==> config.mk <==
export PLATFORM = sky130hd
export DESIGN_NAME = mtf_fibonacci_encoder
export DESIGN_NICKNAME = d
export VERILOG_FILES = /design/src/rtl/core/mfe_pkg.sv /design/src/rtl/core/mtf_fibonacci_encoder.sv /design/src/rtl/core/mfe_ram.sv /design/src/rtl/core/mfe_ranker.sv /design/src/rtl/core/mfe_queue.sv /design/src/rtl/core/mfe_packer.sv
export SDC_FILE = /design/constraint.sdc
export NUM_CORES = 2
export LEC_CHECK = 0
export ABC_CLOCK_PERIOD_IN_PS = 8100
export BUFFER_PORTS_ARGS = -buffer_cell sky130_fd_sc_hd__buf_2
export CORE_MARGIN = 1
export CORE_UTILIZATION = 45
export CTS_BUF_LIST = sky130_fd_sc_hd__clkbuf_4 sky130_fd_sc_hd__clkbuf_8
export DETAILED_ROUTE_END_ITERATION = 10
export HOLD_SLACK_MARGIN = 0.03
export SYNTH_ARGS = -nofsm -noshare
export SYNTH_HDL_FRONTEND = slang
export SYNTH_SLANG_ARGS = --single-unit
==> constraint.sdc <==
create_clock -name clk -period 8.1 [get_ports clk]
set_clock_uncertainty 0.15 [all_clocks]
set_input_delay 1.215 -clock clk [delete_from_list [all_inputs] [get_ports clk]]
set_output_delay 1.215 -clock clk [all_outputs]
set_load 0.05 [all_outputs]
==> src/rtl/core/mfe_pkg.sv <==
// Shared types, constants and helpers for the move-to-front Fibonacci encoder.
`default_nettype none
package mfe_pkg;

  // Per-request control that travels with a rank through the queue
  typedef struct packed {
    logic sym_valid;
    logic eoi;
  } mfe_ctl_t;

  // Queue status seen by both sides
  typedef struct packed {
    logic full;
    logic empty;
  } mfe_qstat_t;

  localparam int FIB_N = 32;

  // Fibonacci numbers F(0)..F(31), F(1) = F(2) = 1
  localparam logic [31:0] FIB_TAB [FIB_N] = '{
    32'd0, 32'd1, 32'd1, 32'd2, 32'd3, 32'd5, 32'd8, 32'd13,
    32'd21, 32'd34, 32'd55, 32'd89, 32'd144, 32'd233, 32'd377, 32'd610,
    32'd987, 32'd1597, 32'd2584, 32'd4181, 32'd6765, 32'd10946, 32'd17711, 32'd28657,
    32'd46368, 32'd75025, 32'd121393, 32'd196418, 32'd317811, 32'd514229,
    32'd832040, 32'd1346269
  };

  // Largest index k with F(k) <= maxn, at least 2 (elaboration only)
  function automatic int fib_top(input int maxn);
    int k;
    k = 2;
    for (int i = 2; i < FIB_N; i++) begin
      if (FIB_TAB[i] <= 32'(maxn)) k = i;
    end
    return k;
  endfunction

endpackage
`default_nettype wire

==> src/rtl/core/mtf_fibonacci_encoder.sv <==
// Top level of the move-to-front Fibonacci encoder.
//
// Channel   Direction  Handshake            Payload
// in_       request    in_valid/in_stall    in_symbol, in_symbol_valid, in_end_of_input
// out_      result     out_valid/out_stall  out_byte, out_last_of_run, out_stream_done
//
// Ranking walks the recency list one entry at a time, reading and then comparing each entry;
// a new symbol is appended at the tail unless the list is full, when the last entry drops.
// Coding in the back end can wait on output stalls and overlaps the next ranking.
// Reset clears the list fill count, the bit packer and both handshakes; no clearing pass.
// A stalled output holds its byte; the coder waits when a finished byte cannot move on.
`default_nettype none
module mtf_fibonacci_encoder #(
  parameter int SYMBOL_BITS = 8
) (
  input  wire logic                   clk,
  input  wire logic                   rst_n,
  input  wire logic                   in_valid,
  output logic                        in_stall,
  input  wire logic [SYMBOL_BITS-1:0] in_symbol,
  input  wire logic                   in_symbol_valid,
  input  wire logic                   in_end_of_input,
  output logic                        out_valid,
  input  wire logic                   out_stall,
  output logic [7:0]                  out_byte,
  output logic                        out_last_of_run,
  output logic                        out_stream_done
);
  import mfe_pkg::*;

  logic                 q_push, q_pop;
  mfe_ctl_t             push_ctl, pop_ctl;
  logic [SYMBOL_BITS:0] push_rank, pop_rank;
  mfe_qstat_t           q_stat;

  mfe_ranker #(.SYMBOL_BITS(SYMBOL_BITS)) u_ranker (
    .clk            (clk),
    .rst_n          (rst_n),
    .in_valid       (in_valid),
    .in_stall       (in_stall),
    .in_symbol      (in_symbol),
    .in_symbol_valid(in_symbol_valid),
    .in_end_of_input(in_end_of_input),
    .q_push         (q_push),
    .q_ctl          (push_ctl),
    .q_rank         (push_rank),
    .q_stat         (q_stat)
  );

  mfe_queue #(.RW(SYMBOL_BITS + 1)) u_queue (
    .clk      (clk),
    .rst_n    (rst_n),
    .push     (q_push),
    .push_ctl (push_ctl),
    .push_rank(push_rank),
    .pop      (q_pop),
    .pop_ctl  (pop_ctl),
    .pop_rank (pop_rank),
    .stat     (q_stat)
  );

  mfe_packer #(.SYMBOL_BITS(SYMBOL_BITS)) u_packer (
    .clk            (clk),
    .rst_n          (rst_n),
    .q_pop          (q_pop),
    .q_ctl          (pop_ctl),
    .q_rank         (pop_rank),
    .q_stat         (q_stat),
    .out_valid      (out_valid),
    .out_stall      (out_stall),
    .out_byte       (out_byte),
    .out_last_of_run(out_last_of_run),
    .out_stream_done(out_stream_done)
  );

`ifndef NO_ASSERTIONS
  // Never push into a full queue or pop an empty one
  a_q_push: assert property (@(posedge clk) disable iff (!rst_n) !(q_push && q_stat.full))
    else $error("push into full queue");
  a_q_pop: assert property (@(posedge clk) disable iff (!rst_n) !(q_pop && q_stat.empty))
    else $error("pop from empty queue");
  // A flush byte always closes its request
  a_done_last: assert property (@(posedge clk) disable iff (!rst_n)
    (out_valid && out_stream_done) |-> out_last_of_run)
    else $error("flush byte not marked last");
`endif

endmodule
`default_nettype wire

==> src/rtl/core/mfe_ram.sv <==
// Generic single-write, single-read RAM with registered read data.
`default_nettype none
module mfe_ram #(
  parameter int WIDTH = 8,
  parameter int DEPTH = 256
) (
  input  wire logic                     clk,
  input  wire logic                     wr_en,
  input  wire logic [$clog2(DEPTH)-1:0] wr_addr,
  input  wire logic [WIDTH-1:0]         wr_data,
  input  wire logic                     rd_en,
  input  wire logic [$clog2(DEPTH)-1:0] rd_addr,
  output logic      [WIDTH-1:0]         rd_data
);

  logic [WIDTH-1:0] mem_r [DEPTH];
  logic [WIDTH-1:0] rd_data_r;

  // Write and registered read
  always_ff @(posedge clk) begin
    if (wr_en) mem_r[wr_addr] <= wr_data;
    if (rd_en) rd_data_r <= mem_r[rd_addr];
  end

  assign rd_data = rd_data_r;

endmodule
`default_nettype wire

==> src/rtl/core/mfe_ranker.sv <==
// Front end: accepts symbols, walks the recency list and produces move-to-front ranks.
`default_nettype none
module mfe_ranker #(
  parameter int SYMBOL_BITS = 8
) (
  input  wire logic                   clk,
  input  wire logic                   rst_n,
  input  wire logic                   in_valid,
  output logic                        in_stall,
  input  wire logic [SYMBOL_BITS-1:0] in_symbol,
  input  wire logic                   in_symbol_valid,
  input  wire logic                   in_end_of_input,
  output logic                        q_push,
  output mfe_pkg::mfe_ctl_t           q_ctl,
  output logic [SYMBOL_BITS:0]        q_rank,
  input  wire mfe_pkg::mfe_qstat_t    q_stat
);
  import mfe_pkg::*;

  localparam int Alpha = 2 ** SYMBOL_BITS;

  localparam logic [2:0] F_IDLE = 3'd0;
  localparam logic [2:0] F_RD   = 3'd1;
  localparam logic [2:0] F_CMP  = 3'd2;
  localparam logic [2:0] F_APP  = 3'd3;
  localparam logic [2:0] F_PUT  = 3'd4;

  logic [2:0]             state_r, state_nxt;
  logic [SYMBOL_BITS-1:0] sym_r, sym_nxt;
  mfe_ctl_t               ctl_r, ctl_nxt;
  logic [SYMBOL_BITS-1:0] i_r, i_nxt;
  logic [SYMBOL_BITS-1:0] carry_r, carry_nxt;
  logic [SYMBOL_BITS:0]   count_r, count_nxt;
  logic [SYMBOL_BITS:0]   rank_r, rank_nxt;

  logic                   wr_en;
  logic [SYMBOL_BITS-1:0] wr_addr;
  logic [SYMBOL_BITS-1:0] wr_data;
  logic                   rd_en;
  logic [SYMBOL_BITS-1:0] rd_data;
  logic                   at_tail;

  mfe_ram #(
    .WIDTH(SYMBOL_BITS),
    .DEPTH(Alpha)
  ) u_list (
    .clk    (clk),
    .wr_en  (wr_en),
    .wr_addr(wr_addr),
    .wr_data(wr_data),
    .rd_en  (rd_en),
    .rd_addr(i_r),
    .rd_data(rd_data)
  );

  assign in_stall = (state_r != F_IDLE);
  assign at_tail  = ({1'b0, i_r} == (count_r - (SYMBOL_BITS + 1)'(1)));
  assign rd_en    = (state_r == F_RD);
  assign q_push   = (state_r == F_PUT) && !q_stat.full;
  assign q_ctl    = ctl_r;
  assign q_rank   = rank_r;

  // Walk the list: write the carried entry back one place down, stop at a match or the tail
  always_comb begin
    state_nxt = state_r;
    sym_nxt   = sym_r;
    ctl_nxt   = ctl_r;
    i_nxt     = i_r;
    carry_nxt = carry_r;
    count_nxt = count_r;
    rank_nxt  = rank_r;
    wr_en     = 1'b0;
    wr_addr   = i_r;
    wr_data   = carry_r;
    unique case (state_r)
      F_IDLE: begin
        if (in_valid) begin
          sym_nxt       = in_symbol;
          ctl_nxt.sym_valid = in_symbol_valid;
          ctl_nxt.eoi   = in_end_of_input;
          i_nxt         = '0;
          carry_nxt     = in_symbol;
          rank_nxt      = {1'b1, in_symbol};
          if (!in_symbol_valid) begin
            state_nxt = F_PUT;
          end else if (count_r == '0) begin
            wr_en     = 1'b1;
            wr_addr   = '0;
            wr_data   = in_symbol;
            count_nxt = (SYMBOL_BITS + 1)'(1);
            state_nxt = F_PUT;
          end else begin
            state_nxt = F_RD;
          end
        end
      end
      F_RD: begin
        state_nxt = F_CMP;
      end
      F_CMP: begin
        wr_en = 1'b1;
        if (rd_data == sym_r) begin
          rank_nxt  = {1'b0, i_r};
          state_nxt = F_PUT;
        end else begin
          carry_nxt = rd_data;
          if (at_tail) begin
            rank_nxt  = {1'b1, sym_r};
            state_nxt = count_r[SYMBOL_BITS] ? F_PUT : F_APP;
          end else begin
            i_nxt     = i_r + 1'b1;
            state_nxt = F_RD;
          end
        end
      end
      F_APP: begin
        wr_en     = 1'b1;
        wr_addr   = count_r[SYMBOL_BITS-1:0];
        count_nxt = count_r + 1'b1;
        state_nxt = F_PUT;
      end
      F_PUT: begin
        if (!q_stat.full) state_nxt = F_IDLE;
      end
      default: state_nxt = F_IDLE;
    endcase
  end

  // Control state
  always_ff @(posedge clk) begin
    if (!rst_n) begin
      state_r <= F_IDLE;
      count_r <= '0;
    end else begin
      state_r <= state_nxt;
      count_r <= count_nxt;
    end
  end

  // Payload
  always_ff @(posedge clk) begin
    sym_r   <= sym_nxt;
    ctl_r   <= ctl_nxt;
    i_r     <= i_nxt;
    carry_r <= carry_nxt;
    rank_r  <= rank_nxt;
  end

endmodule
`default_nettype wire

==> src/rtl/core/mfe_queue.sv <==
// Two-entry queue carrying ranks from the front end to the coder.
`default_nettype none
module mfe_queue #(
  parameter int RW = 9
) (
  input  wire logic                clk,
  input  wire logic                rst_n,
  input  wire logic                push,
  input  wire mfe_pkg::mfe_ctl_t   push_ctl,
  input  wire logic [RW-1:0]       push_rank,
  input  wire logic                pop,
  output mfe_pkg::mfe_ctl_t        pop_ctl,
  output logic [RW-1:0]            pop_rank,
  output mfe_pkg::mfe_qstat_t      stat
);
  import mfe_pkg::*;

  mfe_ctl_t      ctl_r  [2];
  logic [RW-1:0] rank_r [2];
  logic          wp_r, rp_r;
  logic [1:0]    cnt_r;

  assign pop_ctl    = ctl_r[rp_r];
  assign pop_rank   = rank_r[rp_r];
  assign stat.full  = (cnt_r == 2'd2);
  assign stat.empty = (cnt_r == 2'd0);

  // Advance pointers and fill count
  always_ff @(posedge clk) begin
    if (!rst_n) begin
      wp_r  <= 1'b0;
      rp_r  <= 1'b0;
      cnt_r <= '0;
    end else begin
      if (push) wp_r <= ~wp_r;
      if (pop)  rp_r <= ~rp_r;
      cnt_r <= cnt_r + {1'b0, push} - {1'b0, pop};
    end
  end

  // Store entries
  always_ff @(posedge clk) begin
    if (push) begin
      ctl_r[wp_r]  <= push_ctl;
      rank_r[wp_r] <= push_rank;
    end
  end

endmodule
`default_nettype wire

==> src/rtl/core/mfe_packer.sv <==
// Back end: Fibonacci codes each rank and packs the code bits MSB first into bytes.
`default_nettype none
module mfe_packer #(
  parameter int SYMBOL_BITS = 8
) (
  input  wire logic                clk,
  input  wire logic                rst_n,
  output logic                     q_pop,
  input  wire mfe_pkg::mfe_ctl_t   q_ctl,
  input  wire logic [SYMBOL_BITS:0] q_rank,
  input  wire mfe_pkg::mfe_qstat_t q_stat,
  output logic                     out_valid,
  input  wire logic                out_stall,
  output logic [7:0]               out_byte,
  output logic                     out_last_of_run,
  output logic                     out_stream_done
);
  import mfe_pkg::*;

  localparam int NW     = SYMBOL_BITS + 2;
  localparam int FibTop = fib_top(2 ** (SYMBOL_BITS + 1));
  localparam int CwW    = FibTop - 1;

  localparam logic [1:0] B_IDLE = 2'd0;
  localparam logic [1:0] B_FIB  = 2'd1;
  localparam logic [1:0] B_PUSH = 2'd2;
  localparam logic [1:0] B_END  = 2'd3;

  logic [1:0]     state_r, state_nxt;
  logic           eoi_r, eoi_nxt;
  logic [NW-1:0]  rem_r, rem_nxt;
  logic [4:0]     idx_r, idx_nxt;
  logic           started_r, started_nxt;
  logic [CwW-1:0] cw_r, cw_nxt;
  logic [4:0]     len_r, len_nxt;
  logic [7:0]     acc_r, acc_nxt;
  logic [2:0]     cnt_r, cnt_nxt;
  logic [7:0]     pend_r, pend_nxt;
  logic           pend_v_r, pend_v_nxt;
  logic           out_valid_r, out_valid_nxt;
  logic [7:0]     out_byte_r, out_byte_nxt;
  logic           out_last_r, out_last_nxt;
  logic           out_done_r, out_done_nxt;

  logic           out_free;
  logic           out_load;
  logic [NW-1:0]  fib_f;
  logic           ge;
  logic           bit_in;
  logic           flush;

  assign out_free = !out_valid_r || !out_stall;
  assign fib_f    = NW'(FIB_TAB[idx_r]);
  assign ge       = (fib_f <= rem_r);
  assign bit_in   = (len_r == '0) ? 1'b1 : cw_r[0];
  assign flush    = eoi_r && (cnt_r != '0);
  assign q_pop    = (state_r == B_IDLE) && !q_stat.empty;

  // Sequence code, pack and flush
  always_comb begin
    state_nxt    = state_r;
    eoi_nxt      = eoi_r;
    rem_nxt      = rem_r;
    idx_nxt      = idx_r;
    started_nxt  = started_r;
    cw_nxt       = cw_r;
    len_nxt      = len_r;
    acc_nxt      = acc_r;
    cnt_nxt      = cnt_r;
    pend_nxt     = pend_r;
    pend_v_nxt   = pend_v_r;
    out_load     = 1'b0;
    out_byte_nxt = out_byte_r;
    out_last_nxt = out_last_r;
    out_done_nxt = out_done_r;
    unique case (state_r)
      B_IDLE: begin
        if (!q_stat.empty) begin
          eoi_nxt     = q_ctl.eoi;
          rem_nxt     = NW'(q_rank) + NW'(1);
          idx_nxt     = 5'(FibTop);
          started_nxt = 1'b0;
          cw_nxt      = '0;
          len_nxt     = '0;
          state_nxt   = q_ctl.sym_valid ? B_FIB : B_END;
        end
      end
      B_FIB: begin
        // Greedy Zeckendorf step, largest term first
        if (ge) begin
          rem_nxt     = rem_r - fib_f;
          started_nxt = 1'b1;
        end
        if (ge || started_r) begin
          cw_nxt  = {cw_r[CwW-2:0], ge};
          len_nxt = len_r + 1'b1;
        end
        idx_nxt = idx_r - 1'b1;
        if (idx_r == 5'd2) state_nxt = B_PUSH;
      end
      B_PUSH: begin
        // Hold when a byte completes while the pending byte cannot leave
        if (!((cnt_r == 3'd7) && pend_v_r && !out_free)) begin
          acc_nxt = {acc_r[6:0], bit_in};
          cnt_nxt = cnt_r + 1'b1;
          cw_nxt  = cw_r >> 1;
          if (cnt_r == 3'd7) begin
            if (pend_v_r) begin
              out_load     = 1'b1;
              out_byte_nxt = pend_r;
              out_last_nxt = 1'b0;
              out_done_nxt = 1'b0;
            end
            pend_nxt   = {acc_r[6:0], bit_in};
            pend_v_nxt = 1'b1;
          end
          if (len_r == '0) begin
            state_nxt = B_END;
          end else begin
            len_nxt = len_r - 1'b1;
          end
        end
      end
      B_END: begin
        if (pend_v_r) begin
          if (out_free) begin
            out_load     = 1'b1;
            out_byte_nxt = pend_r;
            out_last_nxt = !flush;
            out_done_nxt = 1'b0;
            pend_v_nxt   = 1'b0;
          end
        end else if (flush) begin
          if (out_free) begin
            out_load     = 1'b1;
            out_byte_nxt = 8'(acc_r << (4'd8 - {1'b0, cnt_r}));
            out_last_nxt = 1'b1;
            out_done_nxt = 1'b1;
            cnt_nxt      = '0;
            state_nxt    = B_IDLE;
          end
        end else begin
          state_nxt = B_IDLE;
        end
      end
      default: state_nxt = B_IDLE;
    endcase
    out_valid_nxt = out_load || (out_valid_r && out_stall);
  end

  // Control state
  always_ff @(posedge clk) begin
    if (!rst_n) begin
      state_r     <= B_IDLE;
      cnt_r       <= '0;
      pend_v_r    <= 1'b0;
      out_valid_r <= 1'b0;
    end else begin
      state_r     <= state_nxt;
      cnt_r       <= cnt_nxt;
      pend_v_r    <= pend_v_nxt;
      out_valid_r <= out_valid_nxt;
    end
  end

  // Payload
  always_ff @(posedge clk) begin
    eoi_r      <= eoi_nxt;
    rem_r      <= rem_nxt;
    idx_r      <= idx_nxt;
    started_r  <= started_nxt;
    cw_r       <= cw_nxt;
    len_r      <= len_nxt;
    acc_r      <= acc_nxt;
    pend_r     <= pend_nxt;
    out_byte_r <= out_byte_nxt;
    out_last_r <= out_last_nxt;
    out_done_r <= out_done_nxt;
  end

  assign out_valid       = out_valid_r;
  assign out_byte        = out_byte_r;
  assign out_last_of_run = out_last_r;
  assign out_stream_done = out_done_r;

endmodule
`default_nettype wire

Word level (Yosys, flattened, before mapping)
Memory sizes are Yosys's and may differ from the RTL's. A register that Yosys moved wholly into a read port is not among the register bits.
Cells that the tools add are included.
{"block": "op_classes", "div": 0, "magnitude_cmp": 2, "bitwise": 5, "n_mul": 0, "add_sub_neg": 12, "eq_ne": 33, "muxes": 108, "shift": 1, "n_reduce_logical": 45}
{"cell": "$mux W8", "count": 19}
{"cell": "$pmux W8 S2", "count": 4}
{"cell": "$mux W9", "count": 6}
{"cell": "$mux W10", "count": 4}
{"cell": "$mux W13", "count": 3}
{"cell": "$pmux W13 S3", "count": 1}
{"cell": "$pmux W9 S2", "count": 2}
{"cell": "$mux W1", "count": 33}
{"cell": "$mux W3", "count": 11}
{"cell": "$mux W5", "count": 5}
{"cell": "$pmux W10 S2", "count": 1}
{"cell": "$ne A2 B1 Y1 const B", "count": 9}
{"cell": "$ne A2 B2 Y1 const B", "count": 9}
{"cell": "$mux W2", "count": 8}
{"cell": "$pmux W3 S5", "count": 1}
{"cell": "$pmux W5 S3", "count": 1}
{"cell": "$reduce_and A3 Y1", "count": 5}
{"cell": "$pmux W1 S2", "count": 6}
{"cell": "$reduce_and A4 Y1", "count": 3}
{"cell": "$reduce_and A6 Y1", "count": 2}
{"cell": "$add A9 B1 Y10 const B", "count": 1}
{"cell": "$le A10 B10 Y1", "count": 1}
{"cell": "$pmux W5 S2", "count": 1}
{"cell": "$reduce_and A2 Y1", "count": 5}
{"cell": "37 further kinds", "count": 65}
{"block": "word_totals", "romBits": 1024, "ram_bits": 2070, "in_bits": 14, "latchBits": 0, "out_inout_bits": 12, "word_cells": 236, "mem_count": 4, "regBits": 119}
{"memory": "u_ranker.u_list.mem_r", "words": 256, "word_bits": 8, "rd": 1, "rd_ports_with_merged_regs": 1, "wr": 1, "line": "mfe_ram.sv:16", "source": "logic [WIDTH-1:0] mem_r [DEPTH];"}
{"memory": "(no name shown)", "words": 32, "word_bits": 32, "rd": 1, "rd_ports_with_merged_regs": 0, "wr": 0, "line": "mfe_packer.sv:53", "source": "assign fib_f = NW'(FIB_TAB[idx_r]);"}
{"memory": "u_queue.rank_r", "words": 2, "word_bits": 9, "rd": 1, "rd_ports_with_merged_regs": 1, "wr": 1, "line": "mfe_queue.sv:19", "source": "logic [RW-1:0] rank_r [2];"}
{"memory": "u_queue.ctl_r", "words": 2, "word_bits": 2, "rd": 1, "rd_ports_with_merged_regs": 1, "wr": 1, "line": "mfe_queue.sv:18", "source": "mfe_ctl_t ctl_r [2];"}

Longest topological paths before layout
{"block": "depth", "depth_word": 8, "depth_mapped": 18, "ltp_nobuf": 18}

Hierarchy
From an unflattened synthesis, not the netlist that was laid out.
{"block": "unflattened", "cells_unflattened": 4510, "hier_area_um2": 87900.6}
{"module": "mfe_ram", "n_inst": 1, "seq_area_each_um2": 61739.2, "cells_each": 3733, "area_each_um2": 79636.4}
{"module": "mfe_packer", "n_inst": 1, "seq_area_each_um2": 1971.9, "cells_each": 441, "area_each_um2": 4440.5}
{"module": "mfe_ranker", "n_inst": 1, "seq_area_each_um2": 1291.2, "cells_each": 281, "area_each_um2": 2806.4}
{"module": "mfe_queue", "n_inst": 1, "seq_area_each_um2": 760.7, "cells_each": 55, "area_each_um2": 1017.2}

Worst setup path before layout
Ideal clock, no wire load.
{"block": "synth_timing", "path_kind": "input-to-reg", "startpoint": "input in_valid", "endpoint": "memory u_ranker.u_list.mem_r[0][0], data pin", "setup_ns": 0.825, "path_buffers": 2, "required_ns": 7.125, "setup_slack_ns": 1.855, "arrival_ns": 5.271, "stages": 6, "cell_sequence": "and2_1 nand3_1 clkbuf_1 buf_1 nand2_1 nand2_1"}
{"block": "synth_via", "elab_chain_len": 2}
{"item": "start: declaration", "line": "mtf_fibonacci_encoder.sv:18", "source": "input wire logic in_valid,"}
{"item": "$mux W8", "line": "mfe_ranker.sv:77", "source": "if (in_valid) begin"}
{"item": "$mux W8", "line": "mfe_ranker.sv:75", "source": "unique case (state_r)"}
{"item": "via u_ranker.u_list.wr_data[0]", "line": "mfe_ram.sv:10", "source": "input wire logic [WIDTH-1:0] wr_data,"}
{"item": "end: declaration", "line": "mfe_ram.sv:16"}
The timed path passes the listed nets, and every way through them passes these cells.

==> results.py <==
metrics = {
    "global_routing": {
        "gr-usage-met1": 0.318,
        "grt_busiest_layer": "met2",
        "grt_pass1_vias": 43700,
        "overflow": 0,
        "grt_pass1_wl_mm": 314,
        "grt_max_degree": 176,
        "gr-usage-met2": 0.338,
        "grt_util_all_layers": 0.221,
        "antenna_found_initial": 6,
        "met3_usage": 0.0480,
    },
    "drt": {
        "vias_per_cell": 5.93,
        "wl_mm": 217,
        "drtIter0Drc": 4748,
        "antenna_left": 0,
        "drt-wirelength-per-cell_microns": 29.7,
        "via_count": 43300,
        "dr.pass1.iters": 7,
        "drcViolationCount": 0,
    },
    "finish": {
        "mostFrequentLayoutCells": "edfxtp_1 (2,174), mux4_2 (561), clkbuf_8 (371)",
        "drive_gt1_frac": 0.263,
        "multi_input_area_sq_um": 20700,
        "fin_nets": 4567,
        "layout_commonest_cell": "edfxtp_1",
        "filler_cell_count": 15400,
        "area_growth_syn_to_layout_pct": 11.0,
        "seqCellArea_sq_um": 65800,
        "fin_area_sq_um": 97400,
    },
    "synthesis": {
        "ys_ff_latch": 2198,
        "synth_cell_types": 67,
        "yosysSeqAreaShare": 0.749,
        "synthCells": 4292,
        "syn_nets": 4346,
        "synth_top_family_by_area": "multiplexers",
        "avgSynthCellArea_sq_um": 20.4,
        "netlist_area_sq_um": 87800,
        "async_flop_share": 0,
        "synth_mux_area_frac": 0.166,
        "synthFlopType": "edfxtp_1",
        "synth_warnings": 0,
        "synthAdderAreaFrac": 0.00587,
        "synthSimpleGateAreaFrac": 0.0340,
        "synth_xor_area_frac": 0.00529,
        "synth-compound-area-share": 0.0234,
        "synth_edf_count": 2174,
    },
    "place": {
        "hpwlAfterDp_mm": 128,
        "dpl_cell_area_sq_um": 90700,
        "io_buffers": 25,
        "gp_congestion": 0.841,
    },
    "critical_path": {
        "slowest_delay_ps": 960,
        "path_cells": "buf_12, buf_4, mux4_2, mux2i_1, nand2_1, o21ai_0, a21oi_1, o41ai_1, o32ai_1",
        "crit_buf_inv": 2,
        "cp.required_ps": 8630,
        "crit_type": "flop to flop",
        "crit_arrival_ps": 5540,
        "endpoint_kind": "flop",
        "startpoint_type": "flop",
        "crit_slowest_cell": "edfxtp_1",
        "critPathTopFamily": "compound AO/OA/AOI/OAI gates",
        "cp_max_fo": 75,
    },
    "floorplan": {
        "die_w_microns": 444,
        "dieArea_sq_um": 197000,
        "pin_count": 26,
        "start_util": 0.454,
        "fp.dieH_microns": 444,
        "rows": 161,
        "coreArea_sq_um": 193000,
    },
    "sta": {
        "finalHoldViolations": 0,
        "tns_ps": 0,
        "maxSlewViolCount": 0,
        "rsz0062_at_grt": "no",
        "fmax_mhz": 200,
        "period_share": 0.618,
        "fin_crit_ps": 5010,
        "finalSetupViolCount": 0,
        "worst_slew_pin_slew_ps": 1300,
        "slew_headroom": 0.135,
    },
    "clock_network": {
        "clock_path_buffers": 4,
        "path_clk_slew_ps": 60,
        "ctsHtreeMaxLevel": 5,
        "post_cts_resized": 0,
        "cts_sinks": 2198,
        "root_buffer": "clkbuf_8",
        "cts_setup_buffers": 0,
        "clkLatencyLatePin_ps": 1090,
        "cts_hold_repair.buffers": 0,
        "cts_buffers": 360,
        "cts_tree": "built",
    },
    "power_and_ir_drop": {
        "vdd_ir_drop_max_mv": 0.198,
        "p_leak_nw": 30.2,
        "p_per_area_nw_per_um2": 265,
    },
    "hold_path": {
        "worstHoldPathType": "primary input to flop",
    },
    "outcome": {
        "run_status": "finished clean",
    },
    "job": {
        "drv_cap": 0,
    },
}
## final timing paths
check                              startpoint                                   end  slack (ps)  cells after the start
min reg2reg  u_ranker.q_rank[8]$_SDFFCE_PN1P_        u_queue.rank_r[0][8]$_DFFE_PP_         300                      0
min                              in_symbol[3]           u_ranker.sym_r[3]$_DFFE_PP_         290                      1
max             u_ranker.i_r[0]$_SDFFCE_PN0P_  u_ranker.u_list.rd_data[2]$_DFFE_PP_        3090                      9
max reg2reg     u_ranker.i_r[0]$_SDFFCE_PN0P_  u_ranker.u_list.rd_data[2]$_DFFE_PP_        3090                      9
## synthesized netlist by cell type, drive strengths merged (9+ instances only)
| cell | n | share of area |
|---|---|---|
| xnor2 | 34 | 0.0034 |
| nor2 | 341 | 0.015 |
| mux4 | 577 | 0.15 |
| nand4 | 10 | 0.00071 |
| a22oi | 21 | 0.0018 |
| edfxtp | 2174 | 0.74 |
| dfxtp | 24 | 0.0055 |
| ha | 38 | 0.0054 |
| nand3b | 9 | 0.00077 |
| o21ai | 78 | 0.0044 |
| nor3 | 20 | 0.0011 |
| mux2i | 132 | 0.015 |
| nor2b | 49 | 0.0035 |
| o22ai | 26 | 0.0019 |
| a31oi | 11 | 0.00078 |
| xor2 | 19 | 0.0019 |
| and2 | 14 | 0.0010 |
| a211oi | 43 | 0.0037 |
| nand2 | 146 | 0.0062 |
| nand2b | 20 | 0.0014 |
| and3 | 11 | 0.00078 |
| a21oi | 60 | 0.0034 |
| buf | 147 | 0.010 |
| inv | 34 | 0.0015 |
| mux2 | 16 | 0.0021 |
| nand3 | 29 | 0.0017 |
| clkbuf | 103 | 0.0044 |
## per-stage QoR
stage               total power, mW  cells  hold slack [ps]  setup WS (ps)  utilization
floorplan                      15.8   4292              271           1850            -
global placement               16.8   6677              274           2990        0.470
detailed placement             16.9   6677              284           2790        0.470
CTS                            26.1   7291              176           3060        0.504
global route                   26.8   7292              221           2750        0.504
finish                         25.9   7293              289           3090        0.504
## metal layers
metal	share of wire	vias to the layer above
met5	0.000060	-
met4	0.027	2
met3	0.081	316
met2	0.47	1899
met1	0.42	22900
li1	-	18100
## cell type report
type,instances,area share
inverters,34,0.00131
well taps,2526,0.0324
flip-flops and latches,2198,0.675
repair buffers,109,0.0101
clock inverters,140,0.00857
diodes,2,0.0000514
clock buffers,474,0.0603
multi-input cells,1810,0.212
## worst reg2reg max path: cells and delay by family (launching register included)
kind | cells | cell delay (ps)
muxes | 2 | 840
AOI/OAI and AO/OA | 4 | 1400
and+or+nand+nor | 1 | 60
buffers and inverters | 2 | 1280
DFF | 1 | 960
## cells by family after synthesis
kind of cell    after synthesis
compound gates              316
xor+xnor                     53
fa+ha+maj                    40
buf+inv                     284
flops                      2198
mux                         725
simple gates                676
## sequential cells by signal (all words and copies together) (netlist names), 8 cells and up, named ones only
name	flops
u_ranker.u_list.mem_r	2048
u_queue.rank_r	18
u_packer.cw_r	13
u_packer.rem_r	10
u_ranker.count_r	9
u_ranker.q_rank	9
u_packer.acc_r	8
u_packer.out_byte	8
u_packer.pend_r	8
u_ranker.carry_r	8
u_ranker.i_r	8
u_ranker.sym_r	8
u_ranker.u_list.rd_data	8
## report_power, final
part / switching [mW] / internal [mW]
Clock: 4.31 / 4.96
Combinational: 2.16 / 1.19
Sequential: 0.133 / 13.1
Total: 6.60 / 19.3
Power figures use the tool's default switching activity.
